File: config.mk
export PLATFORM = sky130hd
export DESIGN_NAME = avi_riff_chunk_demux_top
export DESIGN_NICKNAME = d
export VERILOG_FILES = /design/src/rtl/avidmx_pkg.sv /design/src/rtl/avidmx_in_reg.sv /design/src/rtl/avidmx_parser.sv /design/src/rtl/avidmx_out_reg.sv /design/src/rtl/avi_riff_chunk_demux_top.sv
export VERILOG_INCLUDE_DIRS = /design/src /design/src/rtl
export SDC_FILE = /design/constraint.sdc
export NUM_CORES = 1
export LEC_CHECK = 0
export ABC_CLOCK_PERIOD_IN_PS = 5440
export BUFFER_PORTS_ARGS = -buffer_cell sky130_fd_sc_hd__buf_2
export CAP_MARGIN = 20
export CORE_ASPECT_RATIO = 2
export CORE_MARGIN = 4
export CORE_UTILIZATION = 52
export DETAILED_ROUTE_END_ITERATION = 7
export PLACE_DENSITY = 0.71
export SLEW_MARGIN = 20
export SYNTH_ARGS = -nofsm -noshare
export SYNTH_HDL_FRONTEND = slang
export SYNTH_HIERARCHICAL = 1
export SYNTH_SLANG_ARGS = --single-unit
File: constraint.sdc
create_clock -name clk -period 5.44 [get_ports clk]
set_input_delay 0.272 -clock clk [delete_from_list [all_inputs] [get_ports clk]]
set_output_delay 0.272 -clock clk [all_outputs]
set_load 0.01 [all_outputs]
File: src/rtl/assert_macros.svh
// assertion macros shared by the rtl
`ifndef ASSERT_MACROS_SVH
`define ASSERT_MACROS_SVH

// same-cycle implication, disabled while in reset
`define ASSERT_IMPLY(label, clk, rst_n, ante, cons, msg) \
  label: assert property (@(posedge clk) disable iff (!(rst_n)) (ante) |-> (cons)) \
    else $error(msg);

// next-cycle implication, disabled while in reset
`define ASSERT_NEXT(label, clk, rst_n, ante, cons, msg) \
  label: assert property (@(posedge clk) disable iff (!(rst_n)) (ante) |=> (cons)) \
    else $error(msg);

`endif

File: src/rtl/avidmx_pkg.sv
// types and constants of the avi chunk demux
package avidmx_pkg;

  localparam logic [31:0] MAGIC_RIFF = 32'h4646_4952;
  localparam logic [31:0] MAGIC_AVI  = 32'h2049_5641;
  localparam logic [31:0] MAGIC_LIST = 32'h5453_494c;
  localparam logic [31:0] MAGIC_MOVI = 32'h6976_6f6d;
  localparam logic [7:0]  VIDEO_CHAR_RESET = 8'h64;

  localparam logic [1:0] CLS_HEADER  = 2'd0;
  localparam logic [1:0] CLS_VIDEO   = 2'd1;
  localparam logic [1:0] CLS_SKIP    = 2'd2;
  localparam logic [1:0] CLS_IGNORED = 2'd3;

  localparam logic [1:0] ST_SEARCH = 2'd0;
  localparam logic [1:0] ST_MOVI   = 2'd1;
  localparam logic [1:0] ST_DONE   = 2'd2;
  localparam logic [1:0] ST_REJECT = 2'd3;

  localparam logic [1:0] HW_FIRST  = 2'd0;
  localparam logic [1:0] HW_SECOND = 2'd1;
  localparam logic [1:0] HW_THIRD  = 2'd2;
  localparam logic [1:0] BIW_LAST  = 2'd3;

  typedef enum logic [2:0] {
    PH_HEADER     = 3'd0,
    PH_TOP_WORDS  = 3'd1,
    PH_TOP_SKIP   = 3'd2,
    PH_MOVI_WORDS = 3'd3,
    PH_MOVI_VIDEO = 3'd4,
    PH_MOVI_SKIP  = 3'd5,
    PH_DONE       = 3'd6,
    PH_REJECT     = 3'd7
  } phase_t;

  typedef struct packed {
    logic [7:0] data_byte;
    logic       file_start;
    logic       stop_request;
  } item_t;

  typedef struct packed {
    logic [7:0] out_byte;
    logic [1:0] byte_class;
    logic       payload_last;
    logic [1:0] parse_status;
  } result_t;

  // handshake between the input register and the downstream stages
  typedef struct packed {
    logic valid;
    logic take;
  } stage_ctl_t;

endpackage

File: src/rtl/avidmx_in_reg.sv
// input register stage holding one accepted word
module avidmx_in_reg (
  input  logic               clk,
  input  logic               rst_n,
  input  logic               in_valid,
  output logic               in_stall,
  input  avidmx_pkg::item_t  in_item,
  input  logic               take,
  output logic               s1_valid,
  output avidmx_pkg::item_t  s1_item
);
  import avidmx_pkg::*;

  logic  valid_r;
  item_t item_r;

  assign in_stall = valid_r && !take;
  assign s1_valid = valid_r;
  assign s1_item  = item_r;

  always_ff @(posedge clk) begin
    if (!rst_n) begin
      valid_r <= 1'b0;
    end else if (!in_stall) begin
      valid_r <= in_valid;
    end
  end

  always_ff @(posedge clk) begin
    if (!in_stall && in_valid) begin
      item_r <= in_item;
    end
  end

endmodule

File: src/rtl/avidmx_parser.sv
// chunk walker: parser state and per-byte classification
module avidmx_parser (
  input  logic                   clk,
  input  logic                   rst_n,
  input  avidmx_pkg::stage_ctl_t ctl,
  input  avidmx_pkg::item_t      item,
  input  logic [7:0]             video_tag_char,
  output avidmx_pkg::result_t    result
);
  import avidmx_pkg::*;

  phase_t      ph_r, ph_nxt, ph;
  logic [1:0]  biw_r, biw_nxt, biw;
  logic [31:0] ws_r, ws_nxt, ws;
  logic [31:0] tag_r, tag_nxt, tag;
  logic [31:0] rem_r, rem_nxt, rem;
  logic [31:0] fpos_r, fpos_nxt, fpos;
  logic [31:0] mend_r, mend_nxt, mend;
  logic [1:0]  hwc_r, hwc_nxt, hwc;

  logic [31:0] ws_g;
  logic [1:0]  biw_g;
  logic        full;
  logic        movi_stop;
  logic [31:0] rem_dec;
  logic        fire;

  logic [1:0]  cls;
  logic        last;
  logic [1:0]  status;

  assign fire = ctl.valid && ctl.take;

  // file_start restarts from the cleared state on this very byte
  always_comb begin
    if (item.file_start) begin
      ph = PH_HEADER; biw = '0; ws = '0; tag = '0;
      rem = '0; fpos = '0; mend = '0; hwc = HW_FIRST;
    end else begin
      ph = ph_r; biw = biw_r; ws = ws_r; tag = tag_r;
      rem = rem_r; fpos = fpos_r; mend = mend_r; hwc = hwc_r;
    end
  end

  assign ws_g      = {item.data_byte, ws[31:8]};
  assign biw_g     = biw + 2'd1;
  assign full      = (biw == BIW_LAST);
  assign rem_dec   = rem - 32'd1;
  // chunk boundary inside movi: past the end or asked to stop
  assign movi_stop = (biw == '0) && (hwc == HW_FIRST) &&
                     (!(fpos < mend) || item.stop_request);

  // next state
  always_comb begin
    ph_nxt   = ph;
    biw_nxt  = biw;
    ws_nxt   = ws;
    tag_nxt  = tag;
    rem_nxt  = rem;
    fpos_nxt = fpos + 32'd1;
    mend_nxt = mend;
    hwc_nxt  = hwc;
    unique case (ph) inside
      PH_HEADER: begin
        ws_nxt  = ws_g;
        biw_nxt = biw_g;
        if (full) begin
          if (hwc == HW_FIRST) begin
            if (ws_g != MAGIC_RIFF) ph_nxt = PH_REJECT;
            else hwc_nxt = HW_SECOND;
          end else if (hwc == HW_SECOND) begin
            hwc_nxt = HW_THIRD;
          end else if (ws_g != MAGIC_AVI) begin
            ph_nxt = PH_REJECT;
          end else begin
            ph_nxt  = PH_TOP_WORDS;
            hwc_nxt = HW_FIRST;
          end
        end
      end
      PH_TOP_WORDS: begin
        ws_nxt  = ws_g;
        biw_nxt = biw_g;
        if (full) begin
          if (hwc == HW_FIRST) begin
            tag_nxt = ws_g;
            hwc_nxt = HW_SECOND;
          end else if (hwc == HW_SECOND && tag == MAGIC_LIST) begin
            rem_nxt = ws_g - 32'd4;
            hwc_nxt = HW_THIRD;
          end else if (hwc == HW_SECOND) begin
            hwc_nxt = HW_FIRST;
            if (ws_g != '0) begin
              rem_nxt = ws_g;
              ph_nxt  = PH_TOP_SKIP;
            end
          end else if (ws_g == MAGIC_MOVI) begin
            mend_nxt = fpos_nxt + rem;
            ph_nxt   = PH_MOVI_WORDS;
            hwc_nxt  = HW_FIRST;
          end else begin
            hwc_nxt = HW_FIRST;
            if (rem != '0) ph_nxt = PH_TOP_SKIP;
          end
        end
      end
      PH_TOP_SKIP: begin
        rem_nxt = rem_dec;
        if (rem_dec == '0) begin
          ph_nxt  = PH_TOP_WORDS;
          hwc_nxt = HW_FIRST;
        end
      end
      PH_MOVI_WORDS: begin
        if (movi_stop) begin
          ph_nxt = PH_DONE;
        end else begin
          ws_nxt  = ws_g;
          biw_nxt = biw_g;
          if (full) begin
            if (hwc == HW_FIRST) begin
              tag_nxt = ws_g;
              hwc_nxt = HW_SECOND;
            end else begin
              hwc_nxt = HW_FIRST;
              if (ws_g != '0) begin
                rem_nxt = ws_g;
                ph_nxt  = (tag[23:16] == video_tag_char) ? PH_MOVI_VIDEO : PH_MOVI_SKIP;
              end
            end
          end
        end
      end
      PH_MOVI_VIDEO, PH_MOVI_SKIP: begin
        rem_nxt = rem_dec;
        if (rem_dec == '0) begin
          ph_nxt  = PH_MOVI_WORDS;
          hwc_nxt = HW_FIRST;
        end
      end
      PH_DONE, PH_REJECT: begin
        ph_nxt = ph;
      end
    endcase
  end

  // outputs
  always_comb begin
    cls  = CLS_HEADER;
    last = 1'b0;
    unique case (ph) inside
      PH_HEADER, PH_TOP_WORDS: begin
        cls = CLS_HEADER;
      end
      PH_TOP_SKIP, PH_MOVI_SKIP: begin
        cls  = CLS_SKIP;
        last = (rem_dec == '0);
      end
      PH_MOVI_VIDEO: begin
        cls  = CLS_VIDEO;
        last = (rem_dec == '0);
      end
      PH_MOVI_WORDS: begin
        cls = movi_stop ? CLS_IGNORED : CLS_HEADER;
      end
      PH_DONE, PH_REJECT: begin
        cls = CLS_IGNORED;
      end
    endcase
    unique case (ph_nxt) inside
      PH_DONE:                                    status = ST_DONE;
      PH_REJECT:                                  status = ST_REJECT;
      PH_MOVI_WORDS, PH_MOVI_VIDEO, PH_MOVI_SKIP: status = ST_MOVI;
      PH_HEADER, PH_TOP_WORDS, PH_TOP_SKIP:       status = ST_SEARCH;
    endcase
  end

  assign result.out_byte     = item.data_byte;
  assign result.byte_class   = cls;
  assign result.payload_last = last;
  assign result.parse_status = status;

  always_ff @(posedge clk) begin
    if (!rst_n) begin
      ph_r   <= PH_HEADER;
      biw_r  <= '0;
      ws_r   <= '0;
      tag_r  <= '0;
      rem_r  <= '0;
      fpos_r <= '0;
      mend_r <= '0;
      hwc_r  <= HW_FIRST;
    end else if (fire) begin
      ph_r   <= ph_nxt;
      biw_r  <= biw_nxt;
      ws_r   <= ws_nxt;
      tag_r  <= tag_nxt;
      rem_r  <= rem_nxt;
      fpos_r <= fpos_nxt;
      mend_r <= mend_nxt;
      hwc_r  <= hwc_nxt;
    end
  end

endmodule

File: src/rtl/avidmx_out_reg.sv
// result register toward the output channel
module avidmx_out_reg (
  input  logic                clk,
  input  logic                rst_n,
  input  logic                s1_valid,
  input  avidmx_pkg::result_t result,
  output logic                take,
  output logic                out_valid,
  input  logic                out_stall,
  output avidmx_pkg::result_t out_result
);
  import avidmx_pkg::*;

  logic    valid_r;
  result_t result_r;

  assign take       = !valid_r || !out_stall;
  assign out_valid  = valid_r;
  assign out_result = result_r;

  always_ff @(posedge clk) begin
    if (!rst_n) begin
      valid_r <= 1'b0;
    end else if (take) begin
      valid_r <= s1_valid;
    end
  end

  always_ff @(posedge clk) begin
    if (take && s1_valid) begin
      result_r <= result;
    end
  end

endmodule

File: src/rtl/avi_riff_chunk_demux_top.sv
// channel   | direction | handshake        | payload
// ----------+-----------+------------------+----------------------------------------
// in_       | in        | valid / stall    | data_byte, file_start, stop_request
// out_      | out       | valid / stall    | out_byte, byte_class, payload_last,
//           |           |                  |   parse_status
// cfg_      | in        | valid / ready    | video_tag_char
//
// one word per cycle sustained while out_stall is low
// the rate is set by the single parse step between input and result register
// rst_n is synchronous: parser back to header search, video tag char to 'd'
// out_stall holds the result register and, once the input register is full, in_stall
// cfg_ready is always high; write only while the block is idle
module avi_riff_chunk_demux_top (
  input  logic       clk,
  input  logic       rst_n,
  input  logic       in_valid,
  output logic       in_stall,
  input  logic [7:0] in_data_byte,
  input  logic       in_file_start,
  input  logic       in_stop_request,
  output logic       out_valid,
  input  logic       out_stall,
  output logic [7:0] out_out_byte,
  output logic [1:0] out_byte_class,
  output logic       out_payload_last,
  output logic [1:0] out_parse_status,
  input  logic       cfg_valid,
  output logic       cfg_ready,
  input  logic [7:0] cfg_video_tag_char
);
  import avidmx_pkg::*;

  `include "assert_macros.svh"

  logic [7:0] video_tag_char_r;
  item_t      in_item;
  item_t      s1_item;
  logic       s1_valid;
  logic       take;
  stage_ctl_t ctl;
  result_t    result;
  result_t    out_result;

  assign cfg_ready = 1'b1;

  always_ff @(posedge clk) begin
    if (!rst_n) begin
      video_tag_char_r <= VIDEO_CHAR_RESET;
    end else if (cfg_valid && cfg_ready) begin
      video_tag_char_r <= cfg_video_tag_char;
    end
  end

  assign in_item.data_byte    = in_data_byte;
  assign in_item.file_start   = in_file_start;
  assign in_item.stop_request = in_stop_request;

  avidmx_in_reg u_in_reg (
    .clk      (clk),
    .rst_n    (rst_n),
    .in_valid (in_valid),
    .in_stall (in_stall),
    .in_item  (in_item),
    .take     (take),
    .s1_valid (s1_valid),
    .s1_item  (s1_item)
  );

  assign ctl.valid = s1_valid;
  assign ctl.take  = take;

  avidmx_parser u_parser (
    .clk            (clk),
    .rst_n          (rst_n),
    .ctl            (ctl),
    .item           (s1_item),
    .video_tag_char (video_tag_char_r),
    .result         (result)
  );

  avidmx_out_reg u_out_reg (
    .clk        (clk),
    .rst_n      (rst_n),
    .s1_valid   (s1_valid),
    .result     (result),
    .take       (take),
    .out_valid  (out_valid),
    .out_stall  (out_stall),
    .out_result (out_result)
  );

  assign out_out_byte     = out_result.out_byte;
  assign out_byte_class   = out_result.byte_class;
  assign out_payload_last = out_result.payload_last;
  assign out_parse_status = out_result.parse_status;

  `ASSERT_IMPLY(a_last_in_payload, clk, rst_n,
    out_valid && out_payload_last,
    out_byte_class == CLS_VIDEO || out_byte_class == CLS_SKIP,
    "payload_last outside a payload")
  `ASSERT_IMPLY(a_ignored_ends, clk, rst_n,
    out_valid && out_byte_class == CLS_IGNORED,
    out_parse_status == ST_DONE || out_parse_status == ST_REJECT,
    "ignored word while parsing is live")
  `ASSERT_IMPLY(a_video_in_movi, clk, rst_n,
    out_valid && out_byte_class == CLS_VIDEO,
    out_parse_status == ST_MOVI,
    "video word outside movi")
  `ASSERT_NEXT(a_stall_holds_stage, clk, rst_n,
    s1_valid && !take,
    s1_valid && $stable(s1_item),
    "input stage lost its word while blocked")

endmodule
* Yosys cells after proc, flatten, opt, wreduce, memory -nomap -nowiden
Cells that the tools add are included.
** Word-level totals
- Output and inout bits :: 16
- Logic and storage cells :: 139
- Flip-flop bits (word level) :: 200
** Operators by class
- Reductions and logical operators :: 27
- $lt $le $gt $ge :: 1
- Mux-type cells :: 67
- Eq/ne operators :: 21
- Add/subtract/negate cells :: 5
** Operator list (number)
- $mux 32 :: 23
- $pmux 32 s2 :: 2
- $pmux 32 s3 :: 1
- $eq 32x31->1 const B :: 2
- $reduce_bool 32->1 :: 2
- $mux 3 :: 19
- $add 32x1->32 const B :: 1
- $add 32x32->32 :: 1
- $logic_not 32->1 :: 1
- $lt 32x32->1 :: 1
- $ne 32x30->1 const B :: 1
- $ne 32x31->1 const B :: 1
- $sub 32x1->32 const B :: 1
- $sub 32x3->32 const B :: 1
- $mux 2 :: 15
- $eq 3x3->1 const B :: 8
- $pmux 3 s6 :: 1
- $pmux 2 s4 :: 2
- $eq 3x2->1 const B :: 4
- $pmux 2 s5 :: 1
- $reduce_or 3->1 :: 3
- $eq 8x8->1 :: 1
- $reduce_or 2->1 :: 4
- $eq 3x1->1 const B :: 2
- 10 further kinds :: 23

* Depth between registers and ports, before layout
Gate-level depths: netlist of run 1.
- Depth in word-level cells :: 12
- Depth in mapped cells :: 34
- Depth with buffers taken out :: 22

* By module
The synthesis of run 1 kept the hierarchy.
** By module, submodules not included
- avidmx_parser :: cells each 2023, area an instance 14371.3 um^2, times used 1
- avidmx_out_reg :: cells each 18, area an instance 431.7 um^2, times used 1
- avidmx_in_reg :: cells each 14, area an instance 347.8 um^2, times used 1
- avi_riff_chunk_demux_top :: cells each 27, area an instance 305.3 um^2, times used 1

* Least setup slack after synthesis of run 1
OpenSTA, ideal clock, no wires.
- Path type :: reg-to-reg
- Start :: reg u_in_reg.item_r, in the netlist u_in_reg/s1_item[1]
- End :: reg u_parser.mend_r[28]
- Setup time :: 0.123 ns
- Stages on the path, launching flop included :: 33
- Arrival :: 5.874 ns
- Path slack :: -0.556 ns
- Data required time :: 5.317 ns
- Path through :: edfxtp_1 > buf_2 > buf_2 > buf_2 > buf_2 > clkbuf_1 > buf_2 > clkbuf_1 > buf_1 > buf_2 > buf_2 > buf_1 > nor2b_1 > ha_1 > buf_2 > nand4_1 > nor3_1 > and4_1 > and3_1 > nand3_1 > xor2_1 > nor2_1 > ha_1 > nand2_1 > nand2_1 > a21o_1 > a21o_1 > a21oi_1 > nor2b_1 > a311o_1 > a21oi_1 > xor2_1 > o21ai_1
** On the way
- Word-level cells in the longest chain between the ends :: 9
- Elaborated cells on any way between the ends :: 23
- Classes of those cells :: add/sub (2); eq/ne (5); mux (14); reduce/logical (2)
** Ends and longest elaborated chain
- from (decl) :: RTL line avidmx_in_reg.sv:15 : item_t item_r;
- from (signal assigned) :: RTL line avidmx_in_reg.sv:31 : item_r <= in_item;
- $mux 32 :: RTL line avidmx_parser.sv:36 : if (item.file_start) begin
- $add 32x1->32 :: RTL line avidmx_parser.sv:60 : fpos_nxt = fpos + 32'd1;
- net u_parser.fpos_nxt[22] :: RTL line avidmx_parser.sv:17 : logic [31:0] fpos_r, fpos_nxt, fpos;
- $add 32x32->32 :: RTL line avidmx_parser.sv:98 : mend_nxt = fpos_nxt + rem;
- $mux 32 :: RTL line avidmx_parser.sv:97 : end else if (ws_g == MAGIC_MOVI) begin
- $mux 32 :: RTL line avidmx_parser.sv:91 : end else if (hwc == HW_SECOND) begin
- $mux 32 :: RTL line avidmx_parser.sv:88 : end else if (hwc == HW_SECOND && tag == MAGIC_LIST) begin
- $mux 32 :: RTL line avidmx_parser.sv:85 : if (hwc == HW_FIRST) begin
- $mux 32 :: RTL line avidmx_parser.sv:84 : if (full) begin
- $mux 32 :: RTL line avidmx_parser.sv:63 : unique case (ph) inside
- to (signal assigned) :: RTL line avidmx_parser.sv:200 : mend_r <= mend_nxt;
- to (decl) :: RTL line avidmx_parser.sv:18 : logic [31:0] mend_r, mend_nxt, mend;
The timed path passes the listed nets, and every way through them passes these cells.
A chain may end at the register's enable or synchronous reset.

* Worst setup path in the final report of run 1
- Start :: reg u_in_reg.item_r, in the netlist u_in_reg/s1_item[1]
- End :: reg u_parser.rem_r[16]
** On the way
- Word-level cells in the longest chain between the ends :: 8
- Elaborated cells on any way between the ends :: 37
- Classes of those cells :: add/sub (2); order compare (1); eq/ne (8); mux (17); reduce/logical (9)
** Ends and longest elaborated chain
- branches (longest 7 deep; another with $sub 32x3->32)
- $pmux 32 s3 * :: RTL line avidmx_parser.sv:63
- to (signal assigned) :: RTL line avidmx_parser.sv:198 : rem_r <= rem_nxt;
- to (decl) :: RTL line avidmx_parser.sv:16 : logic [31:0] rem_r, rem_nxt, rem;
Every way passes the cells marked *.

==> results of run 1 <==
==> where the power goes <==
part           switching [W]  leakage [nW]  internal (W)
Sequential         0.0000562          1.59       0.00147
Combinational       0.000429          4.18      0.000202
Clock               0.000642         0.293      0.000659
==> registers in the layout (all words and copies together), names as in the netlist <==
name	cells
u_in_reg/s1_valid	1
u_parser/fpos_r	32
u_parser/hwc_r	2
u_parser/mend_r	32
video_tag_char_r	8
u_parser/rem_r	32
u_parser/biw_r	2
u_out_reg/out_result	13
u_parser/ws_r	24
u_parser/tag_r	32
u_in_reg/s1_item	10
u_parser/ph_r	3
u_out_reg/out_valid	1
==> tightest hold or removal path, cell delays in order <==
cell and delay, ns:
buf_2 0.07, mux2i_1 0.05, nand2_1 0.05
==> routing by layer <==
| metal | GRT usage (%) | share of wire, % | up-vias |
|---|---|---|---|
| met1 | 41.0 | 34 | 7909 |
| met4 | 33.7 | 11 | 2 |
| li1 | - | - | 7497 |
| met2 | 64.1 | 48 | 888 |
| met5 | 0 | 0.020 | - |
| met3 | 6.48 | 6.9 | 348 |
==> synthesized netlist by cell type, types with 10 or more instances <==
cell,number
mux2i_1,46
nand4_1,32
a21o_1,27
and2_1,20
nor4bb_1,10
a221oi_1,22
a22oi_1,34
nand3_1,48
o2111ai_1,10
buf_4,12
ha_1,55
o221ai_1,11
maj3_1,13
nor3_1,58
xor2_1,32
o21a_1,12
or3_1,16
buf_2,17
inv_1,43
nor4_1,25
edfxtp_1,23
o21ai_0,141
dfxtp_1,169
nand2b_1,28
a21oi_1,150
a211oi_1,23
nand2_1,219
a31oi_1,29
a22o_1,33
buf_1,14
nor2_1,245
nor2b_1,69
o211ai_1,12
clkbuf_1,130
and3_1,16
xnor2_1,67
==> final cells by class <==
cell class                 instances  area (um^2)  area share [%]
multi-input combinational       1670        10600            63.2
tap                              364          455            2.73
clock buffer                      18          429            2.57
sequential                       192         4070            24.4
timing repair buffer             118          848            5.08
clock inverter                    14          171            1.03
inverter                          44          166           0.996
==> kinds of logic after synthesis <==
family	synth area share, %
AOI/OAI and AO/OA	25.5
xor gates and xnor gates	6.34
adders and majority gates	5.42
buffers and inverters	5.88
DFF	26.4
muxes	3.12
other	0.0243
and+or+nand+nor	27.3
==> repair_timing <==
action | in CTS | in global routing
setup endpoints to repair | 0 | 0
hold buffers | 9 | 0
endpoints found under the hold margin | 9 | 0
==> worst paths after layout <==
kind	end	cells past startpoint
max	u_parser/rem_r[16]	13
min	video_tag_char_r[5]	3
max reg2reg	u_parser/rem_r[16]	13
min reg2reg	u_parser/mend_r[4]	2
==> per-stage QoR <==
step | util [%] | hold slack (ns) | power, W | TNS [ns]
floorplan | - | 0.334 | 0.00194 | -0.0308
global placement | 54.4 | 0.440 | 0.00214 | 0
detailed placement | 54.4 | 0.449 | 0.00214 | 0
CTS | 56.8 | 0.00788 | 0.00344 | 0
global route | 56.8 | 0.00792 | 0.00357 | 0
finish | 56.8 | 0.0170 | 0.00345 | 0
==> results.py, run 1 <==
metrics = {
    "drt": {
        "drtAntennaViolNets": 0,
        "firstDrtPassIters": 6,
        "wl_per_cell_um": 26.3,
        "drt_drc_violations_left": 0,
        "drt-initial-drc-count": 1933,
        "routed_wl_um": 63600,
        "vias": 16644,
        "routed_via_density": 6.88,
    },
    "yosys": {
        "synth-async-reset-ratio_pct": 0,
        "yosysUniqueCellTypes": 91,
        "syn_avg_cell_area_um2": 7.42,
        "ys_warn_count": 6,
        "synth_flop_cell": "dfxtp_1",
        "synthesis.instances": 2082,
        "synth_top_area_share_pct": 21.9,
        "synth_edf_count": 23,
        "netlist_area_mm2": 0.0155,
        "ys_ff_latch": 192,
        "synth_area_leaders": "dfxtp_1 (22%), nor2_1 (5.9%), nand2_1 (5.3%)",
        "syn-num-nets": 2161,
        "synth_top_area_cell": "dfxtp_1",
        "seq_area_frac_synth_pct": 26.4,
    },
    "placement": {
        "port-buffer-count": 37,
        "post_dp_cell_area_mm2": 0.0160,
        "place_hpwl_um": 46700,
        "gp_congestion": 1.07,
        "place_ws_ns": 0.677,
        "dp.cells": 2378,
    },
    "power_and_ir_drop": {
        "ir_worst_vdd_v": 0.000235,
        "power.density_mw_per_mm2": 207,
        "p_leak_nw": 6.06,
    },
    "setup_path": {
        "path_class": "register to register",
        "ff2ff_setup_slack_ns": 0.50,
        "worstPathMaxFanout": 38,
        "critical_path.endpoint_type": "register",
        "startpoint": "u_in_reg/s1_item[1]",
        "required_ns": 5.72,
        "crit_slowest_cell": "edfxtp_1",
        "crit_top_cell": "a221oi_1",
        "crit_family": "compound AO/OA/AOI/OAI gates",
        "crit_arrival_ns": 5.22,
        "cpPeakStageDelay_ns": 0.59,
        "critPathBufInv": 2,
        "crit_path_cell_trace": "inv_2, buf_12, nand2_1, ha_1, nand4_1, or4_1, a31oi_1, nor2_1, o211ai_1, a2111oi_0, or2_2, a221oi_1, a221oi_1",
        "regToRegStartpoint": "u_in_reg/s1_item[1]",
        "start_kind": "register",
    },
    "timing": {
        "slew_violations": 0,
        "finalWorstSetupSlack_ns": 0.499,
        "setup_viol": 0,
        "tightest_slew_ns": 1.07,
        "clock_skew_ns": 0.0117,
        "hold_viol_final": 0,
        "slew_headroom_pct": 28.7,
        "rsz0062_at_grt": "false",
        "min_period_over_period_pct": 90.8,
        "period_minus_slack_ns": 4.94,
        "max_freq_mhz": 202,
    },
    "clock_tree": {
        "clk_path_buf_depth": 2,
        "cts_tree": "yes",
        "postCtsSetupBuffers": 0,
        "numCtsBuffers": 17,
        "clk_pin_slew_ns": 0.08,
        "cts_resized": 0,
        "clk-insertion-delay-late_ns": 0.46,
        "clockRootBuffer": "clkbuf_16",
        "cts_sinks": 192,
        "cts_max_level": 4,
    },
    "die": {
        "die_area_mm2": 0.0327,
        "die_x_um": 130,
        "num_io_pins": 39,
        "dieHeight_um": 252,
        "rows": 89,
        "initial_core_util_pct": 52.6,
        "core_mm2": 0.0294,
    },
    "finish": {
        "nets": 2122,
        "final_cell_mix": "nor2_1 (240), nand2_1 (218), dfxtp_1 (169), a21oi_1 (147), o21ai_0 (141)",
        "layout_commonest_cell": "nor2_1",
        "syn_to_final_growth_pct": 8.05,
        "fill_cells": 2836,
        "layout.cells.non_filler": 2420,
        "final_layout_size_suffix_gt1_share_pct": 9.29,
        "fin_area_mm2": 0.0167,
        "n_antenna_cell": 0,
    },
    "global_route": {
        "antenna_found_initial": 1,
        "globalRouteOverflowTotal": 0,
        "grt_pass1_vias": 16430,
        "grt_max_degree": 92,
        "grt_pass1_wl_um": 96400,
        "grt.total_usage_pct": 38.5,
    },
    "flow_run": {
        "cap_violations": 0,
    },
    "worst_hold_path": {
        "hp-start": "cfg_video_tag_char[5]",
        "holdCritPathClass": "input port to register",
    },
    "status": {
        "status": "finished, final reports clean",
    },
}
Power figures use the tool's default switching activity.
==> run 2: changes to the inputs <==
--- a/config.mk
+++ b/config.mk
@@ -9,7 +9,6 @@
 export ABC_CLOCK_PERIOD_IN_PS = 5440
 export BUFFER_PORTS_ARGS = -buffer_cell sky130_fd_sc_hd__buf_2
 export CAP_MARGIN = 20
-export CORE_ASPECT_RATIO = 2
 export CORE_MARGIN = 4
 export CORE_UTILIZATION = 52
 export DETAILED_ROUTE_END_ITERATION = 7
==> run 2 against run 1 <==
  * Cell area shrank 0.60%
  * Worst hold slack improved by 0.00080 ns
  * Clock power grew 4%
  * Register-to-register slack better by 0.06 ns
  * Cell count up 0.12%
  * Critical path type unchanged
  * Wire length down 11%
  * Largest cell class unchanged
  * The run now ends with DRC left
  * Flip-flop and latch count did not move
==> results.py, run 2 (synthesis results as in run 1) <==
metrics = {
    "status": {
        "status": "finished, violations left",
        "violations": "DRC",
    },
    "die": {
        "rows": 62,
        "die_x_um": 180,
        "dieHeight_um": 180,
        "initial_core_util_pct": 53.3,
        "die_area_mm2": 0.0325,
        "num_io_pins": 39,
        "core_mm2": 0.0290,
    },
    "setup_path": {
        "startpoint": "u_in_reg/s1_item[1]",
        "crit_arrival_ns": 5.22,
        "reg2reg_depth": 16,
        "required_ns": 5.78,
        "critical_path.endpoint_type": "register",
        "regToRegStartpoint": "u_in_reg/s1_item[1]",
        "path_class": "register to register",
        "worstPathMaxFanout": 9,
        "start_kind": "register",
    },
    "drt": {
        "routed_via_density": 6.81,
        "drt_drc_violations_left": 2,
        "drtAntennaViolNets": 0,
        "firstDrtPassIters": 8,
        "wl_per_cell_um": 23.3,
        "drt-initial-drc-count": 2266,
        "vias": 16505,
        "routed_wl_um": 56400,
    },
    "global_route": {
        "grt_pass1_vias": 15421,
        "grt.total_usage_pct": 33.5,
        "antenna_found_initial": 1,
        "globalRouteOverflowTotal": 0,
        "grt_max_degree": 98,
        "grt_pass1_wl_um": 88100,
    },
    "clock_tree": {
        "clockRootBuffer": "clkbuf_16",
        "cts_hold_buf": 9,
        "cts_tree": "yes",
        "cts_max_level": 4,
        "clk-insertion-delay-late_ns": 0.46,
        "cts_resized": 0,
        "cts_sinks": 192,
        "postCtsSetupBuffers": 0,
        "clk_path_buf_depth": 2,
        "clk_pin_slew_ns": 0.09,
        "numCtsBuffers": 17,
    },
    "timing": {
        "finalWorstSetupSlack_ns": 0.562,
        "tns_ns": 0,
        "slew_violations": 0,
        "clock_skew_ns": 0.0209,
        "setup_viol": 0,
        "slew_headroom_pct": 32.3,
        "tightest_slew_ns": 0.989,
        "rsz0062_at_grt": "false",
        "min_period_over_period_pct": 89.7,
        "hold_viol_final": 0,
        "whs_ns": 0.0178,
        "period_minus_slack_ns": 4.88,
        "max_freq_mhz": 205,
    },
    "flow_run": {
        "cap_violations": 0,
    },
    "placement": {
        "gp_congestion": 1.06,
        "port-buffer-count": 37,
        "place_ws_ns": 0.832,
        "place_hpwl_um": 40200,
    },
    "power_and_ir_drop": {
        "p_switching_w": 0.00117,
        "intPower_w": 0.00230,
        "p_leak_nw": 5.98,
        "ir_worst_vdd_v": 0.000227,
        "swShare_pct": 33.7,
        "pwr-share-comb_pct": 17.0,
        "power.density_mw_per_mm2": 209,
        "power_frac_seq_pct": 44.0,
        "pwr-share-clk_pct": 39.0,
    },
    "finish": {
        "seq_area_mm2": 0.00407,
        "nets": 2105,
        "syn_to_final_growth_pct": 7.41,
        "final_cell_mix": "nor2_1 (241), nand2_1 (218), dfxtp_1 (169), a21oi_1 (147), o21ai_0 (141)",
        "final_layout_size_suffix_gt1_share_pct": 8.53,
        "layout_commonest_cell": "nor2_1",
        "multi_input_area_mm2": 0.0105,
        "fill_cells": 2778,
        "post-route-util_pct": 57.2,
        "n_antenna_cell": 0,
    },
    "worst_hold_path": {
        "hold_depth": 3,
        "hp-start": "cfg_video_tag_char[2]",
        "holdCritPathClass": "input port to register",
    },
}
## run 2: worst paths after layout
kind	end	slack (ns)
setup / recovery	u_parser/mend_r[31]	0.56
hold / removal	video_tag_char_r[2]	0.02
setup reg to reg	u_parser/mend_r[31]	0.56
hold reg to reg	u_parser/mend_r[28]	0.46
## run 2: area by class of cell
type	instances	area share [%]
Multi-Input combinational cell	1670	63.5
Tap cell	384	2.89
Clock buffer	17	2.56
Clock inverter	15	1.24
Inverter	44	1.00
Timing Repair Buffer	101	4.22
Sequential cell	192	24.5
## run 2: routing by layer
layer  wire length [um]  GRT usage [%]  share of wire (%)  up-vias
li1                   -              -                  -     7453
met1              23300           46.3                 41     7769
met2              24200           51.0                 43     1073
met3               6580           7.65                 12      210
met4               2350           12.8                4.2        0
met5                  0              0                  0        -
## run 2: stage by stage
step | instance area [um^2] | instances | power [W]
6_report | 16600 | 2423 | 0.00347
3_3_place_gp | 15900 | 2382 | 0.00211
2_1_floorplan | 15500 | 2082 | 0.00194
4_1_cts | 16600 | 2423 | 0.00345
5_1_grt | 16600 | 2423 | 0.00358
3_5_place_dp | 15900 | 2382 | 0.00211
## run 2: worst max-delay path, cell delays in order, from the launching register on
cell and delay (ns):
edfxtp_1 0.52, nor2b_1 0.26, ha_1 0.37, nand4_1 0.31, nor3_2 0.42, and4_1 0.31, and3_4 0.22, nand4_1 0.18
or3_1 0.37, a21oi_2 0.17, ha_1 0.31, nand4_1 0.26, a211oi_1 0.40, a211oi_2 0.12, o21ai_1 0.29, xnor2_1 0.16
a21oi_1 0.08
## run 2: power groups by stage
| stage | combinational, W | sequential [W] | clock, W |
|---|---|---|---|
| 3_5_place_dp | 0.000556 | 0.00156 | 0 |
| 3_3_place_gp | 0.000552 | 0.00155 | 0 |
| 6_report | 0.000589 | 0.00153 | 0.00135 |
| 5_1_grt | 0.000628 | 0.00153 | 0.00142 |
| 2_1_floorplan | 0.000416 | 0.00152 | 0 |
| 4_1_cts | 0.000564 | 0.00152 | 0.00137 |
